`src/ray_triangle_intersect_defines.svh`:
```
// Assertion macros shared by the ray/triangle intersection RTL.
// No dependencies; define ASSERT_OFF to compile the checks away.
`ifndef RAY_TRIANGLE_INTERSECT_DEFINES_SVH
`define RAY_TRIANGLE_INTERSECT_DEFINES_SVH
`ifndef ASSERT_OFF
`define RTI_ASSERT_NEVER(lbl, clk, rst_n, cond) \
	lbl: assert property (@(posedge clk) disable iff (!rst_n) !(cond)) \
	else $error("rti: forbidden condition seen");
`define RTI_ASSERT_NEXT(lbl, clk, rst_n, ante, cons) \
	lbl: assert property (@(posedge clk) disable iff (!rst_n) (ante) |=> (cons)) \
	else $error("rti: expected follow-up missing");
`else
`define RTI_ASSERT_NEVER(lbl, clk, rst_n, cond)
`define RTI_ASSERT_NEXT(lbl, clk, rst_n, ante, cons)
`endif
`endif

```
`src/rti_fifo.sv`:
```
// Small register FIFO used for the front/back queue and the result queue.
// No dependencies.
module rti_fifo #(
	parameter int WIDTH = 8,
	parameter int DEPTH = 2
) (
	input  logic             clk,
	input  logic             arst_n,
	input  logic             push,
	input  logic [WIDTH-1:0] wdata,
	output logic             full,
	input  logic             pop,
	output logic [WIDTH-1:0] rdata,
	output logic             empty
);

	localparam int PW   = DEPTH > 1 ? $clog2(DEPTH) : 1;
	localparam int CNTW = $clog2(DEPTH + 1);

	logic [WIDTH-1:0] mem_q [DEPTH];
	logic [PW-1:0]    wr_q;
	logic [PW-1:0]    rd_q;
	logic [CNTW-1:0]  cnt_q;
	logic             do_push;
	logic             do_pop;

	assign full    = cnt_q == CNTW'(DEPTH);
	assign empty   = cnt_q == '0;
	assign do_push = push && !full;
	assign do_pop  = pop && !empty;
	assign rdata   = mem_q[rd_q];

	always_ff @(posedge clk or negedge arst_n) begin
		if (!arst_n) begin
			wr_q  <= '0;
			rd_q  <= '0;
			cnt_q <= '0;
		end else begin
			if (do_push) begin
				wr_q <= (wr_q == PW'(DEPTH - 1)) ? '0 : wr_q + 1'b1;
			end
			if (do_pop) begin
				rd_q <= (rd_q == PW'(DEPTH - 1)) ? '0 : rd_q + 1'b1;
			end
			cnt_q <= cnt_q + CNTW'(do_push) - CNTW'(do_pop);
		end
	end

	always_ff @(posedge clk) begin
		if (do_push) begin
			mem_q[wr_q] <= wdata;
		end
	end

endmodule

```
`config.mk`:
```
export PLATFORM = sky130hd
export DESIGN_NAME = rti_fifo
export DESIGN_NICKNAME = d
export VERILOG_FILES = /design/src/ray_triangle_intersect_defines.svh /design/src/rti_fifo.sv
export SDC_FILE = /design/constraint.sdc
export NUM_CORES = 1
export LEC_CHECK = 0
export ABC_AREA = 0
export BUFFER_PORTS_ARGS = -buffer_cell sky130_fd_sc_hd__buf_2
export CELL_PAD_IN_SITES_DETAIL_PLACEMENT = 1
export CELL_PAD_IN_SITES_GLOBAL_PLACEMENT = 2
export CORE_MARGIN = 3
export CORE_UTILIZATION = 39
export CTS_BUF_LIST = sky130_fd_sc_hd__clkbuf_4 sky130_fd_sc_hd__clkbuf_8
export CTS_CLUSTER_DIAMETER = 100
export DETAILED_ROUTE_END_ITERATION = 6
export PLACE_DENSITY_LB_ADDON = 0.15
export SLEW_MARGIN = 20
export SYNTH_ARGS = -nofsm -noshare
export SYNTH_HDL_FRONTEND = slang
export SYNTH_SLANG_ARGS = --single-unit
```
`constraint.sdc`:
```
create_clock -name clk -period 4.35 [get_ports clk]
set_clock_uncertainty 0.2 [all_clocks]
set_input_delay 0.87 -clock clk [delete_from_list [all_inputs] [get_ports clk]]
set_output_delay 0.87 -clock clk [all_outputs]
set_load 0.05 [all_outputs]
```
; Word-level counts from Yosys, hierarchy flattened
; Memory sizes are Yosys's and may differ from the RTL's.
; Index checks and enable logic that the tools add are counted.
[totals]
latchBits = 0
romBits = 0
memories = 1
in_bits = 12
ff_bits = 4
mem_bits_rw = 16
elab_cells = 18
out_inout_bits = 10
[classes]
n_bitwise = 0
magnitude_cmp = 0
div_mod_pow = 0
add_sub_neg = 4
n_eq_ne = 1
shifts = 0
reduce_logical = 5
mul = 0
n_mux = 4
[memory_table]
columns = memory, depth, word_bits, read_ports, rd_clocked_by_memory_dff, write_ports, line_no
row1 = mem_q, 2, 8, 1, 0, 1, rti_fifo.sv:20  ; logic [WIDTH-1:0] mem_q [DEPTH];
[op_table]
columns = op, count
row1 = 2-to-1 mux 1 bit, 4
row2 = "adder 1 bit, second input constant", 2
row3 = adder 2 x 1 -> 2 bit, 1
row4 = "== test 2 bit, second input constant", 1
row5 = logical AND 1 bit, 2
row6 = zero test 1 bit, 2
row7 = zero test 2 bit, 1
row8 = subtractor 2 x 1 -> 2 bit, 1

; Depth between registers and ports, before layout
; Gate-level depths: netlist (run 1).
[logic_depth]
depth_word = 5
ltp_mapped = 7
ltp_nobuf = 7

; Least setup slack after synthesis (run 1)
; OpenSTA, ideal clock, no wires.
[synth_timing]
kind = in2reg
startpoint = in pop
endpoint = reg cnt_q[1]
arrival_ns = 1.758
t_required_ns = 4.027
path_buffers = 0
setup_time_ns = 0.123
setup_slack_ns = 2.269
cell_stages = 6
cell_sequence = nor2b_2 > ha_1 > inv_1 > ha_1 > xnor2_1 > xnor2_1
[synth_via]
elab_chain_len = 2
[synth_lines]
columns = element, line_no
row1 = start: declaration, rti_fifo.sv:12  ; input logic pop,
row2 = logical AND 1 bit, rti_fifo.sv:30  ; assign do_pop = pop && !empty;
row3 = subtractor 2 x 1 -> 2 bit, rti_fifo.sv:45  ; cnt_q <= cnt_q + CNTW'(do_push) - CNTW'(do_pop);
row4 = end signal: assignment, rti_fifo.sv:45
row5 = end: declaration, rti_fifo.sv:23  ; logic [CNTW-1:0] cnt_q;
; No other way between the ends.
; A chain may end at the register's enable or synchronous reset.

; Worst setup path after layout (run 1)
[layout_timing]
startpoint = reg rd_q
endpoint = out rdata[0]
[layout_via]
elab_chain_len = 1
[layout_lines]
columns = element, line_no
row1 = start: declaration, rti_fifo.sv:22  ; logic [PW-1:0] rd_q;
row2 = start signal: assignment, rti_fifo.sv:43  ; rd_q <= (rd_q == PW'(DEPTH - 1)) ? '0 : rd_q + 1'b1;
row3 = memory read (2 x 8 bit), --
row4 = end: declaration, rti_fifo.sv:13  ; output logic [WIDTH-1:0] rdata,
; No other way between the ends.

==> impl_metrics.yaml, run 1 <==
status:
  status: "finished, final reports clean"
detailed_routing:
  vias: 424
  drcViolationCount: 0
  wl_um: 1197
  firstDrtPassIters: 2
  wl_per_cell_um: 13.01
  dr.first_iter.drc_count: 3
  via_per_inst: 4.609
  ant_nets: 0
cells_and_area:
  fin_util: 0.5196
  fin_nets: 82
  drive_gt1_frac: 0.5224
  nFillCells: 189
  syn_to_final_growth_pct: 20.57
  num_antenna_cells: 0
worst_setup_path:
  setup.worst_path.class: "reg2out"
  critPathRequiredTime_ns: 3.28
  endpoint_kind: "output port"
  worstPathArrival_ns: 1.47
  critPathLaunchType: "flip-flop"
  worstPathMaxFanout: 9
clock_tree:
  clk_pin_slew_worst_paths_ns: 0.11
  cts_tree: "built"
  cts_sinks: 20
  clock_latency_ns: 0.29
  cts_buffer_depth: 2
  ctsHoldBuffers: 0
  cts_setup_buffers: 0
  cts_buffers: 3
  cts_max_level: 1
  ctsRootBufferMaster: "clkbuf_4"
  cts-resized-gates: 0
timing:
  finalWorstSetupSlack_ns: 1.809
  post-route-period-util: 0.5842
  period_minus_slack_ns: 2.541
  max_freq_mhz: 393.5
  rsz0062_at_grt: "no"
  max_slew_margin: 0.5362
  setup_viol: 0
  drv_slew: 0
  worst_slew_pin_slew_ns: 0.6931
  fin_setup_tns_ns: 0
  hold_viol_final: 0
flow_run:
  maxCapViolCount: 0
logic_synthesis:
  synth_fp_nets: 57
  yosys_register_bits: 20
  synth_cell_type_count: 14
  synth-warning-count: 0
  ys_seq_area_frac: 0.7400
  synth_area_per_cell_um2: 18.24
  postSynthCellCount: 43
  syn_area_um2: 784.5
global_routing:
  grt_start_max_net_pins: 12
  grt_use_total: 0.1103
  grt-ovfl-total: 0
  antenna_found_initial: 0
  grt_pass1_wl_um: 2090
  grt_pass1_vias: 447
floorplan:
  start_util: 0.4309
  io_pins: 22
  die_area_um2: 2586
  std_cell_rows: 15
  core_area_um2: 1821
  die_w_um: 50.85
  die_height_um: 50.85
power:
  p_leak_nw: 0.3897
  peakVddDrop_mv: 0.4443
  power_density_nw_per_um2: 780.6
place:
  gp_congestion: 0.7219
  place_ws_ns: 2.122
  hpwl_um: 918.7
  io_buffers: 21
min_path:
  min_path_type: "in2async"
[worst paths after layout]
kind,from,end,slack [ns],depth (start not counted)
setup / recovery,rd_q$_DFFE_PN0P_,rdata[0],1.81,2
hold / removal,arst_n,cnt_q[0]$_DFF_PN0_,0.16,1
setup reg to reg,cnt_q[1]$_DFF_PN0_,mem_q[0][4]$_DFFE_PP_,2.58,3
hold reg to reg,wr_q$_DFFE_PN0N_,wr_q$_DFFE_PN0N_,0.30,1
max in group asynchronous,arst_n,rd_q$_DFFE_PN0P_,3.68,1
min in group clk,wr_q$_DFFE_PN0N_,wr_q$_DFFE_PN0N_,0.30,1
[critical path, cell delays in order (launching register included)]
cell and delay, ns:
dfrtp_1 0.59, mux2_2 0.38, buf_2 0.21
[registers in the layout (all words and copies together) (netlist names)]
| signal | flops |
|---|---|
| mem_q | 16 |
| rd_q | 1 |
| cnt_q | 2 |
| wr_q | 1 |
[layout make-up]
type,instances,area (um2),area share
repair buffers,21,105.1,0.1111
clock buffers,4,36.28,0.03836
multi-input cells,20,185.2,0.1958
flip-flops and latches,20,580.6,0.6138
inverters,2,7.507,0.007937
well taps,25,31.28,0.03307
[synth_stat cells]
master,n,area (um2)
xor2_1,1,8.760
xnor2_1,3,26.28
inv_1,2,7.510
nor2_1,1,3.750
nand2b_1,1,6.260
edfxtp_1,16,480.5
mux2_2,8,90.09
nor2b_2,1,8.760
dfrtp_1,4,100.1
buf_6,1,11.26
nand2_1,1,3.750
nor2_2,1,6.260
ha_1,2,25.02
and3_1,1,6.260
[per-layer routing]
layer	GRT usage	routed length [um]	vias to the layer above
met2	0.1674	594	13
met5	0	0	-
li1	-	-	202
met3	0.03207	75	2
met4	0.04036	4	0
met1	0.1506	522	207
[cells in the final DEF, fill, tap and decap left out]
master,synthesis,final
dfrtp_1,4,4
xor2_1,1,1
and3_1,1,1
nor2b_2,1,1
nand2_1,1,1
edfxtp_1,16,16
nand2b_1,1,1
ha_1,2,2
mux2_2,8,8
nor2_2,1,1
clkbuf_8,0,1
inv_1,2,2
clkbuf_4,0,3
xnor2_1,3,3
buf_2,0,21
nor2_1,1,1
[metrics by stage]
| step | cell area [um2] | power (mW) | cells | hold slack, ns |
|---|---|---|---|---|
| final | 945.9 | 0.7383 | 92 | 0.1572 |
| after floorplan | 784.5 | 0.5819 | 43 | 0.2604 |
| after CTS | 945.9 | 0.7502 | 92 | 0.1526 |
| after detailed placement | 909.6 | 0.6447 | 88 | 0.2834 |
| after global routing | 945.9 | 0.7907 | 92 | 0.1336 |
| after global placement | 909.6 | 0.6381 | 88 | 0.2799 |
[report_power, final]
part	switching (mW)	internal, mW	total, mW
clock network	0.0535	0.0510	0.104
registers	0.0370	0.268	0.305
logic	0.226	0.103	0.329
total	0.317	0.422	0.738
[kinds of logic after synthesis]
family,count (synthesis),synth area share
xor+xnor,4,0.04467
mux,8,0.1148
flops,20,0.7400
simple gates,6,0.04467
buf+inv,3,0.02393
fa+ha+maj,2,0.03189
Power figures use the tool's default switching activity.
==> run 2: changes to the inputs <==
Settings changed: CORE_UTILIZATION 39 to 33.
Clock period 4.35 ns to 2.1 ns, I/O delays scaled along.
==> impl_metrics.yaml, run 2 (same netlist as run 1, synthesis figures left out) <==
status:
  status: "finished, final reports clean"
worst_setup_path:
  critPathRequiredTime_ns: 1.48
  worstPathMaxFanout: 9
  setup.worst_path.class: "reg2out"
  critPathLaunchType: "flip-flop"
  worstPathArrival_ns: 1.36
  endpoint_kind: "output port"
floorplan:
  io_pins: 22
  start_util: 0.3513
  core_area_um2: 2233
  die_area_um2: 2998
  die_height_um: 54.76
  std_cell_rows: 17
  die_w_um: 54.76
clock_tree:
  cts_setup_buffers: 0
  cts_sinks: 20
  cts_buffer_depth: 2
  clk_pin_slew_worst_paths_ns: 0.10
  cts_max_level: 1
  clock_latency_ns: 0.29
  cts_tree: "built"
  ctsRootBufferMaster: "clkbuf_4"
  cts_buffers: 3
timing:
  hold_viol_final: 0
  rsz0062_at_grt: "no"
  finalHoldWorstSlack_ns: 0.1138
  finalWorstSetupSlack_ns: 0.1175
  max_freq_mhz: 504.4
  fin_setup_tns_ns: 0
  post-route-period-util: 0.9441
  setup_viol: 0
  max_slew_margin: 0.7452
  drv_slew: 0
  worst_slew_pin_slew_ns: 0.3822
  period_minus_slack_ns: 1.983
cells_and_area:
  layout_common_cells: "21 x buf_2, 16 x edfxtp_1, 8 x mux2_2"
  num_antenna_cells: 0
  reg.largest.list: "mem_q: 16 flops, cnt_q: 2 flops"
  syn_to_final_growth_pct: 23.45
  largest_register: "mem_q"
  layout_commonest_cell: "buf_2"
  largest_register_ffs: 16
  drive_gt1_frac: 0.5362
  fin_nets: 84
global_routing:
  grt-ovfl-total: 0
  grt_pass1_vias: 435
  grt_use_total: 0.09535
  grt_pass1_wl_um: 1925
  grt_start_max_net_pins: 12
  antenna_found_initial: 0
detailed_routing:
  firstDrtPassIters: 4
  wl_per_cell_um: 12.49
  vias: 433
  wl_um: 1212
  dr.first_iter.drc_count: 6
  drcViolationCount: 0
  ant_nets: 0
  via_per_inst: 4.464
power:
  p_leak_nw: 0.3980
  peakVddDrop_mv: 0.7284
  power_density_nw_per_um2: 1586
place:
  hpwl_um: 940.8
  place_ws_ns: 0.3148
  gp_congestion: 0.6165
  io_buffers: 21
min_path:
  min_path_type: "in2reg"
flow_run:
  maxCapViolCount: 0
==> run 2: cell count changes in the layout (fill, tap and decap cells not counted), sizes merged <==
cell         delta
buf             +1
dlygate4sd3     +1
==> run 2: area by class of cell <==
class	count	area, um2
fillers	235	1265
flip-flops and latches	20	581.8
multi-input cells	20	185.2
repair buffers	23	122.6
clock buffers	4	36.28
well taps	28	35.03
inverters	2	7.507
==> run 2: through the flow <==
stage	utilization	power [mW]	instances	area (um2)
after detailed placement	0.4123	1.345	92	920.9
after CTS	0.4336	1.564	97	968.4
final	0.4336	1.536	97	968.4
after global routing	0.4336	1.642	97	968.4
after global placement	0.4123	1.335	92	920.9
after floorplan	-	1.205	43	784.5
==> run 2: critical path: stages, from the launching register on <==
cell,delay (ns)
dfrtp_2,0.50
mux2_2,0.36
buf_2,0.21
==> run 2: timing repair <==
item | in CTS | in global routing
setup endpoints to repair | 8 | 0
gates resized for setup | 1 | 0
hold endpoints to repair | 4 | 0
hold buffers | 1 | 0
==> run 2: report_power, final <==
group	internal, mW	switching (mW)	total, mW
registers	0.557	0.0760	0.633
logic	0.222	0.472	0.695
clock network	0.105	0.103	0.208
total	0.885	0.651	1.54
==> run 2: path summary, 6_finish.rpt <==
check,start,to,slack [ns],depth (start not counted)
worst min-delay path,wdata[3],mem_q[1][3]$_DFFE_PP_,0.11,1
max in group asynchronous,arst_n,rd_q$_DFFE_PN0P_,1.31,2
worst max-delay path,rd_q$_DFFE_PN0P_,rdata[5],0.12,2
worst max register to register,cnt_q[1]$_DFF_PN0_,cnt_q[1]$_DFF_PN0_,0.33,7
min in group asynchronous,arst_n,cnt_q[0]$_DFF_PN0_,0.26,2
worst min register to register,wr_q$_DFFE_PN0N_,wr_q$_DFFE_PN0N_,0.30,1
==> run 2: routing by layer <==
layer | part of all wire | up-vias | global-route usage
li1 | - | 210 | -
met1 | 0.44 | 210 | 0.1144
met2 | 0.52 | 13 | 0.1614
met3 | 0.047 | 0 | 0.02452
met4 | 0 | 0 | 0.03734
met5 | 0 | - | 0
==> run 3: changes to the inputs <==
Settings changed: CORE_UTILIZATION 33 to 37, REMOVE_ABC_BUFFERS from default to 1.
Clock period 2.1 ns to 2.2 ns, I/O delays scaled along.
==> impl_metrics.yaml, run 3 (same netlist as run 1, synthesis figures left out) <==
status:
  status: "finished, final reports clean"
worst_setup_path:
  endpoint_kind: "output port"
  crit_chain: "mux2_2 -> buf_2"
  r2r-start: "cnt_q[1]$_DFF_PN0_"
  cp_slowest_cell: "dfrtp_1"
  setup.worst_path.class: "reg2out"
  cp_top_family: "flip-flops"
  reg2regPathDepth: 7
  slowest_delay_ns: 0.58
  critPathLaunchType: "flip-flop"
  worstPathArrival_ns: 1.46
  worstPathMaxFanout: 9
  crit_buf_inv: 1
  rrSetupSlack_ns: 0.44
  r2r-end: "cnt_q[1]$_DFF_PN0_"
  critPathRequiredTime_ns: 1.56
power:
  peakVddDrop_mv: 0.6404
  p_leak_nw: 0.3986
  power_density_nw_per_um2: 1493
  power_mw: 1.438
clock_tree:
  cts_buffer_depth: 2
  cts_sinks: 20
  cts_tree: "built"
  ctsRootBufferMaster: "clkbuf_4"
  cts_buffers: 3
  clock_latency_ns: 0.29
  cts_max_level: 1
  cts-resized-gates: 0
  clk_pin_slew_worst_paths_ns: 0.10
timing:
  post-route-period-util: 0.9557
  finalHoldWorstSlack_ns: 0.1339
  setup_viol: 0
  finalWorstSetupSlack_ns: 0.09747
  worst_slew_pin_slew_ns: 0.3784
  hold_viol_final: 0
  rsz0062_at_grt: "no"
  period_minus_slack_ns: 2.103
  fin_setup_tns_ns: 0
  max_freq_mhz: 475.6
  drv_slew: 0
  max_slew_margin: 0.7477
detailed_routing:
  vias: 421
  dr.first_iter.drc_count: 2
  wl_met2_um: 597
  wl_um: 1132
  ant_nets: 0
  drcViolationCount: 0
  met3WireLength_um: 53
  highest_layer: "met3"
  firstDrtPassIters: 2
  wirelength_met1_um: 480
  wl_per_cell_um: 11.67
  via_per_inst: 4.340
floorplan:
  die_w_um: 52.05
  io_pins: 22
  die_area_um2: 2709
  std_cell_rows: 16
  die_height_um: 52.05
  core_area_um2: 1982
  start_util: 0.3958
cells_and_area:
  nFillCells: 212
  fin_util: 0.4861
  num_antenna_cells: 0
  largest_register: "mem_q"
  multi_input_area_um2: 185.2
  fin_nets: 85
  layout_commonest_cell: "buf_2"
  reg.largest.list: "mem_q: 16 flops, cnt_q: 2 flops"
  layout_common_cells: "21 x buf_2, 16 x edfxtp_1, 8 x mux2_2"
  largest_register_ffs: 16
  regArea_um2: 580.6
  drive_gt1_frac: 0.5143
  syn_to_final_growth_pct: 22.81
place:
  io_buffers: 21
  gp_congestion: 0.6527
  place_ws_ns: 0.3924
  hpwl_um: 880.3
global_routing:
  grt-ovfl-total: 0
  grt_pass1_wl_um: 1821
  grt_pass1_vias: 429
  antenna_found_initial: 0
  grt_start_max_net_pins: 12
  grt_use_total: 0.09041
flow_run:
  maxCapViolCount: 0
min_path:
  worstHoldStart: "wdata[7]"
  hold_end: "mem_q[0][7]$_DFFE_PP_"
  min_path_type: "in2reg"
  worst_hold_path.num_cells: 1
[run 3: cell count changes in the layout (fill, tap and decap cells not counted)]
cell and delta:
dfrtp_2 -1, dfrtp_1 +1, clkbuf_8 -1, buf_4 +1, clkinv_1 +1
[run 3: per-layer routing]
layer,track usage,vias up
met5,0,-
met4,0.01310,0
met3,0.02579,0
met2,0.1590,11
met1,0.1113,200
li1,-,210
[run 3: how the worst max path moves through the flow]
stage,start,end,slack [ns],cells past startpoint
floorplan,cnt_q[0]$_DFF_PN0_,cnt_q[1]$_DFF_PN0_,0.17,7
finish,rd_q$_DFFE_PN0P_,rdata[3],0.1,2
CTS,rd_q$_DFFE_PN0P_,rdata[3],0.07,2
detailed placement,rd_q$_DFFE_PN0P_,rdata[3],0.39,2
global route,rd_q$_DFFE_PN0P_,rdata[4],0.006,2
global placement,rd_q$_DFFE_PN0P_,rdata[3],0.40,2
[run 3: report_power, final]
| group | internal [mW] | switching [mW] |
|---|---|---|
| Sequential | 0.529 | 0.0691 |
| Combinational | 0.220 | 0.452 |
| Clock | 0.0659 | 0.102 |
[run 3: cell type report]
class                           count  area share
Timing Repair Buffer               24      0.1351
Sequential cell                    20      0.6026
Clock buffer                        3     0.02338
Tap cell                           27     0.03506
Clock inverter                      1    0.003896
Inverter                            2    0.007792
Multi-Input combinational cell     20      0.1922
[run 3: through the flow]
step                      instances  area (um2)
after floorplan                  42       773.2
after global placement           92       927.1
after detailed placement         92       927.1
after CTS                        97       963.4
after global routing             97       963.4
final                            97       963.4
[run 3: timing repair]
action,CTS,global route
endpoints found under the hold margin,4,0
hold buffers,1,0
setup buffers,0,0
